===== src/hw/rtl/slcr_pkg.sv =====
`timescale 1ns / 1ps

package slcr_pkg;

  localparam int unsigned COUNT_W = 5;

  typedef enum logic {
    OP_INSERT = 1'b0,
    OP_REMOVE = 1'b1
  } op_e;

  typedef struct packed {
    logic en;
    op_e  op;
  } cell_ctrl_t;

endpackage


===== src/hw/rtl/slcr_cell.sv =====
`timescale 1ns / 1ps

module slcr_cell #(
  parameter int unsigned VW = 16
) (
  input  logic                clk_i,
  input  slcr_pkg::cell_ctrl_t ctrl_i,
  input  logic [VW-1:0]       req_val_i,
  input  logic                occ_i,
  input  logic [VW-1:0]       prev_val_i,
  input  logic                prev_hit_i,
  input  logic [VW-1:0]       next_val_i,
  output logic [VW-1:0]       val_o,
  output logic                hit_o
);

  logic [VW-1:0] val_q, val_d;
  logic          ins_hit, rem_hit;

  // insert: slot at or above the insert position
  assign ins_hit = !occ_i || (val_q > req_val_i);
  // remove: slot at or above the first fitting entry
  assign rem_hit = occ_i && (val_q >= req_val_i);

  always_comb begin
    unique case (ctrl_i.op)
      slcr_pkg::OP_INSERT: hit_o = ins_hit;
      slcr_pkg::OP_REMOVE: hit_o = rem_hit;
      default:             hit_o = 1'b0;
    endcase
  end

  always_comb begin
    val_d = val_q;
    unique case (ctrl_i.op)
      slcr_pkg::OP_INSERT: begin
        if (prev_hit_i) begin
          val_d = prev_val_i;
        end else if (ins_hit) begin
          val_d = req_val_i;
        end
      end
      slcr_pkg::OP_REMOVE: begin
        if (rem_hit) begin
          val_d = next_val_i;
        end
      end
      default: val_d = val_q;
    endcase
  end

  always_ff @(posedge clk_i) begin
    if (ctrl_i.en) begin
      val_q <= val_d;
    end
  end

  assign val_o = val_q;

endmodule


===== src/hw/rtl/sorted_list_ceiling_remove_core.sv =====
`timescale 1ns / 1ps

// Sorted multiset of up to CAPACITY unsigned values, kept in a row of
// compare-and-shift cells.
// Requests: drive req_type_i (0 insert, 1 remove smallest value >= value_i)
// and value_i with start_i high; the request is taken at a rising edge where
// start_i is high and busy_o is low. Only the low VALUE_WIDTH bits of value_i
// are used.
// Each request gives exactly one result: done_o is high for one cycle with
// ok_o (1 = inserted or removed, 0 = full or no fitting entry) and count_o,
// the number of stored values after the request.
// Sequence: a taken request moves the control from ST_IDLE to ST_EXEC, in which
// busy_o is high and the cells compare and shift; on leaving ST_EXEC the block
// registers done_o, ok_o and count_o, so a new request is taken only once the
// one before it has been through ST_EXEC.
// The receiver cannot stall: done_o lasts one cycle and is not held.
// Reset (rst_ni low, asynchronous) empties the list and clears busy_o and
// done_o; cell contents are not cleared, only slots below the count are read.
module sorted_list_ceiling_remove_core #(
  parameter int unsigned CAPACITY    = 16,
  parameter int unsigned VALUE_WIDTH = 16
) (
  input  logic                         clk_i,
  input  logic                         rst_ni,
  input  logic                         start_i,
  output logic                         busy_o,
  input  logic                         req_type_i,
  input  logic [15:0]                  value_i,
  output logic                         done_o,
  output logic                         ok_o,
  output logic [slcr_pkg::COUNT_W-1:0] count_o
);

  localparam int unsigned CW = $clog2(CAPACITY + 1);

  typedef enum logic {
    ST_IDLE,
    ST_EXEC
  } state_e;

  state_e state_q;
  logic [CW-1:0] fill_q;
  logic          done_q, ok_q;
  logic [slcr_pkg::COUNT_W-1:0] count_q;

  slcr_pkg::op_e        op_q;
  logic [VALUE_WIDTH-1:0] req_val_q;

  logic [VALUE_WIDTH+15:0] value_ext;
  logic [VALUE_WIDTH-1:0]  cell_val [CAPACITY];
  logic [CAPACITY-1:0]     hit, occ;
  logic                    full, found, exec_ok;
  logic [CW-1:0]           fill_d;
  logic [CW+slcr_pkg::COUNT_W-1:0] fill_ext;
  slcr_pkg::cell_ctrl_t    ctrl;

  assign busy_o    = (state_q != ST_IDLE);
  assign value_ext = {{VALUE_WIDTH{1'b0}}, value_i};

  always_ff @(posedge clk_i) begin
    if (start_i && !busy_o) begin
      op_q      <= slcr_pkg::op_e'(req_type_i);
      req_val_q <= value_ext[VALUE_WIDTH-1:0];
    end
  end

  assign full  = (fill_q == CW'(CAPACITY));
  assign found = |hit;

  always_comb begin
    unique case (op_q)
      slcr_pkg::OP_INSERT: exec_ok = !full;
      slcr_pkg::OP_REMOVE: exec_ok = found;
      default:             exec_ok = 1'b0;
    endcase
  end

  assign ctrl.en = (state_q == ST_EXEC) && exec_ok;
  assign ctrl.op = op_q;

  for (genvar i = 0; i < CAPACITY; i++) begin : g_cell
    logic [VALUE_WIDTH-1:0] prev_val, next_val;
    logic                   prev_hit;

    assign occ[i] = (fill_q > CW'(i));

    if (i == 0) begin : g_first
      assign prev_val = cell_val[i];
      assign prev_hit = 1'b0;
    end else begin : g_mid
      assign prev_val = cell_val[i-1];
      assign prev_hit = hit[i-1];
    end

    if (i == CAPACITY - 1) begin : g_last
      assign next_val = cell_val[i];
    end else begin : g_body
      assign next_val = cell_val[i+1];
    end

    slcr_cell #(
      .VW(VALUE_WIDTH)
    ) u_cell (
      .clk_i      (clk_i),
      .ctrl_i     (ctrl),
      .req_val_i  (req_val_q),
      .occ_i      (occ[i]),
      .prev_val_i (prev_val),
      .prev_hit_i (prev_hit),
      .next_val_i (next_val),
      .val_o      (cell_val[i]),
      .hit_o      (hit[i])
    );
  end

  always_comb begin
    fill_d = fill_q;
    if (exec_ok) begin
      unique case (op_q)
        slcr_pkg::OP_INSERT: fill_d = fill_q + CW'(1);
        slcr_pkg::OP_REMOVE: fill_d = fill_q - CW'(1);
        default:             fill_d = fill_q;
      endcase
    end
  end

  assign fill_ext = {{slcr_pkg::COUNT_W{1'b0}}, fill_d};

  always_ff @(posedge clk_i or negedge rst_ni) begin
    if (!rst_ni) begin
      state_q <= ST_IDLE;
      fill_q  <= '0;
      done_q  <= 1'b0;
      ok_q    <= 1'b0;
      count_q <= '0;
    end else begin
      done_q <= 1'b0;
      unique case (state_q)
        ST_IDLE: begin
          if (start_i) begin
            state_q <= ST_EXEC;
          end
        end
        ST_EXEC: begin
          state_q <= ST_IDLE;
          fill_q  <= fill_d;
          done_q  <= 1'b1;
          ok_q    <= exec_ok;
          count_q <= fill_ext[slcr_pkg::COUNT_W-1:0];
        end
        default: state_q <= ST_IDLE;
      endcase
    end
  end

  assign done_o  = done_q;
  assign ok_o    = ok_q;
  assign count_o = count_q;

endmodule


===== config.mk =====
export PLATFORM = sky130hd
export DESIGN_NAME = sorted_list_ceiling_remove_core
export DESIGN_NICKNAME = d
export VERILOG_FILES = /design/src/hw/rtl/slcr_pkg.sv /design/src/hw/rtl/slcr_cell.sv /design/src/hw/rtl/sorted_list_ceiling_remove_core.sv
export SDC_FILE = /design/constraint.sdc
export NUM_CORES = 1
export LEC_CHECK = 0
export ABC_CLOCK_PERIOD_IN_PS = 5590
export BUFFER_PORTS_ARGS = -buffer_cell sky130_fd_sc_hd__buf_2
export CAP_MARGIN = 20
export CORE_MARGIN = 2
export CORE_UTILIZATION = 45
export CTS_CLUSTER_DIAMETER = 60
export DETAILED_ROUTE_END_ITERATION = 10
export PLACE_DENSITY = 0.72
export RECOVER_POWER = 100
export SLEW_MARGIN = 25
export SYNTH_ARGS = -nofsm -noshare
export SYNTH_HDL_FRONTEND = slang
export SYNTH_SLANG_ARGS = --single-unit

===== constraint.sdc =====
create_clock -name clk_i -period 5.59 [get_ports clk_i]
set_input_delay 0.8385 -clock clk_i [delete_from_list [all_inputs] [get_ports clk_i]]
set_output_delay 0.8385 -clock clk_i [all_outputs]
set_load 0.02 [all_outputs]

==> run_results.csv <==
group,metric,value,unit
layout,area.sequential,8398,µm²
layout,final_area,22110,µm²
die,core_region_area,44030,µm²
clock_tree,numCtsBuffers,35,
detailed_routing,drt-total-wl,65.14,mm
layout,layout_common_cells,"nand2_1, o21ai_0, edfxtp_1",
clock_tree,post_cts_buffers,0,
clock_tree,cts_tree,"done",
detailed_routing,drt_iter0_drc,2297,
timing,worst_slew_pin_slew,2.066,ns
detailed_routing,drcViolationCount,0,
layout,finalNetCount,2335,
yosys,synth_ff_type,"edfxtp_1",
detailed_routing,vias,16900,
setup_path,max_stage_delay,0.66,ns
layout,drive_gt1_frac,0.07504,
setup_path,start_kind,"register",
timing,skew,0.02869,ns
layout,multi_input_area,11030,µm²
clock_tree,cts.sink_count,281,
global_routing,grt_util_all_layers,0.2782,
global_routing,overflow,0,
timing,final_max_slew_viol_count,19,
clock_tree,htreeDepth,2,
power,cellLeakagePower,9.032,nW
die,die_h,214.8,µm
timing,clock.fmax,0.1919,GHz
timing,finalHoldViolCount,0,
layout,area_growth,10.55,%
timing,relSlewSlack,-0.3826,
timing,rsz0062_at_grt,"false",
yosys,synth.avg_cell_area,9.887,µm²
timing,post-route-period-util,0.9323,
clock_tree,clockRootBuffer,"clkbuf_16",
yosys,synthCells,2023,
hold_path,hold_path.class,"in -> async",
timing,setup_viol,0,
power,total_power,8.054,mW
status,violations,"capacitance limit, slew limit",
timing,fin_hold_ws,0.2147,ns
yosys,syn_area,20000,µm²
detailed_routing,wire_per_inst,24.36,µm
clock_tree,cts_hold_buf,0,
placement,io_buffers,27,
placement,dp_hpwl,47.07,mm
yosys,synth_nets,2304,
die,start_util,0.4543,
setup_path,crit_family,"compound AO/OA/AOI/OAI gates",
status,status,"complete, but fails checks",
yosys,async_reset_ff_frac,0.02847,
yosys,yosysUniqueCellTypes,72,
global_routing,grt_max_degree,259,
clock_tree,clockBufferDepth,3,
global_routing,grt_first_pass_wirelength,98.27,mm
setup_path,crit_chain,"inv_1 -> buf_4 -> clkbuf_1 -> ha_1 -> a21oi_1 -> o21ai_0 -> a221oi_1 -> o32a_1 -> o211a_1 -> nand4_1 -> a2111oi_0 -> and4bb_4 -> or2_1 -> buf_4 -> nor2_1 -> clkbuf_1",
placement,gp_congestion,0.9745,
clock_tree,cts.clk_slew.worst_paths,0.06,ns
timing,setup_tns,0,ns
power,p_per_area,364.3,nW/µm²
clock_tree,clock_latency,0.56,ns
power,ir_drop,0.1909,mV
timing,fin_crit,5.211,ns
layout,fillCellCount,3985,
setup_path,path_max_fanout,12,
setup_path,crit_type,"reg -> reg",
detailed_routing,drtAntennaViolNets,0,
setup_path,required,5.81,ns
setup_path,worstPathArrival,5.43,ns
setup_path,endpoint_kind,"register",
yosys,yosysSeqAreaShare,0.4199,
die,io_pins,28,
detailed_routing,via_per_inst,6.320,
die,std_cell_rows,77,
detailed_routing,dr.pass1.iters,6,
die,dieArea,46150,µm²
yosys,synth_edf_count,273,
yosys,yosys_warnings,0,
layout,final_core_util,0.5022,
global_routing,first_global_vias,16160,
setup_path,cp_num_buf_inv,5,
global_routing,antenna_found_initial,1,
run,max_cap_viol_count,1,
yosys,synth_seq_cells,281,
placement,dpl_cell_area,21250,µm²
die,dieWidth,214.8,µm
layout,layout_commonest_cell,"nand2_1",
setup_path,slowest_stage,"a221oi_1",
clock_tree,cts-resized-gates,0,
cell families (layout without fill, tap and decap cells):
| logic type | after synthesis | after routing | share of synthesized area |
|---|---|---|---|
| flip-flops | 281 | 281 | 0.4199 |
| adder cells (fa/ha/maj) | 261 | 261 | 0.1633 |
| XOR/XNOR | 4 | 4 | 0.001752 |
| buffers and inverters | 158 | 214 | 0.03065 |
| AO/OA/AOI/OAI | 592 | 592 | 0.1717 |
| AND/OR/NAND/NOR | 551 | 551 | 0.1236 |
| multiplexers | 176 | 176 | 0.08915 |
| other | 0 | 3 | 0 |
path summary, 6_finish.rpt:
path,from,end,slack [ns],cells after the start
worst max-delay path,req_val_q[11],g_cell[4].u_cell.val_o[6],0.38,16
max in group asynchronous,rst_ni,count_o[3],5.07,1
min in group clk_i,value_i[7],req_val_q[7],0.45,1
worst max register to register,req_val_q[11],g_cell[4].u_cell.val_o[6],0.38,16
worst min register to register,ok_o,ok_o,0.57,2
worst min-delay path,rst_ni,done_o,0.21,1
cells in the mapped netlist, types with 6 or more instances:
| master | count | area share |
|---|---|---|
| and4_1 | 7 | 0.0031 |
| nand3_1 | 26 | 0.0065 |
| edfxtp_1 | 273 | 0.41 |
| mux2i_1 | 159 | 0.080 |
| o22ai_1 | 30 | 0.0094 |
| ha_1 | 261 | 0.16 |
| dfrtp_1 | 8 | 0.010 |
| o21ai_0 | 276 | 0.069 |
| inv_1 | 51 | 0.0096 |
| a211oi_1 | 15 | 0.0056 |
| a21o_1 | 34 | 0.013 |
| mux2_2 | 17 | 0.0096 |
| a21oi_1 | 150 | 0.038 |
| a21boi_0 | 6 | 0.0023 |
| clkbuf_1 | 93 | 0.017 |
| nor2_1 | 97 | 0.018 |
| nor3_1 | 13 | 0.0033 |
| buf_1 | 11 | 0.0021 |
| nand2b_1 | 9 | 0.0028 |
| nand2_1 | 293 | 0.055 |
| nor2b_1 | 20 | 0.0063 |
| o31ai_1 | 6 | 0.0023 |
| o211ai_1 | 12 | 0.0045 |
| nand4_1 | 51 | 0.016 |
| nor4_1 | 9 | 0.0028 |
layout make-up:
| cell class | instances | share of cell area |
|---|---|---|
| antenna | 3 | 0.0003395 |
| clock buffer | 41 | 0.04063 |
| clock inverter | 21 | 0.008149 |
| inverter | 51 | 0.008658 |
| multi-input combinational | 1584 | 0.4991 |
| sequential | 281 | 0.3798 |
| tap | 592 | 0.03350 |
| timing repair buffer | 101 | 0.02982 |
sequential cells by signal, summed over array words and instances (netlist names):
register,cells
g_cell.u_cell.val_o,256
req_val_q,16
count_o,5
busy_o,1
done_o,1
ok_o,1
op_q,1
report_power, final:
| group | switching, mW | internal (mW) |
|---|---|---|
| Sequential | 0.366 | 2.76 |
| Combinational | 1.67 | 1.05 |
| Clock | 0.954 | 1.25 |
| Total | 2.99 | 5.06 |
metal layers:
metal,vias up,share of wire,track usage
li1,7710,-,-
met1,8077,0.42,0.3915
met2,917,0.42,0.4133
met3,195,0.10,0.04501
met4,2,0.055,0.1428
met5,-,0.00088,0
worst register-to-register path: stages (launching register included):
cell and delay [ns]:
edfxtp_1 0.38, inv_1 0.30, buf_4 0.25, clkbuf_1 0.35, ha_1 0.35, a21oi_1 0.18, o21ai_0 0.10, a221oi_1 0.66
o32a_1 0.24, o211a_1 0.16, nand4_1 0.08, a2111oi_0 0.42, and4bb_4 0.34, or2_1 0.30, buf_4 0.26, nor2_1 0.15
clkbuf_1 0.33
metrics by stage:
stage	instances	setup WS [ns]
after global routing	2671	0.2021
after CTS	2671	0.5630
final	2674	0.3787
after global placement	2608	0.7694
after detailed placement	2609	0.6010
after floorplan	2023	0.9132
No activity file was read; power rests on OpenSTA's default activity.
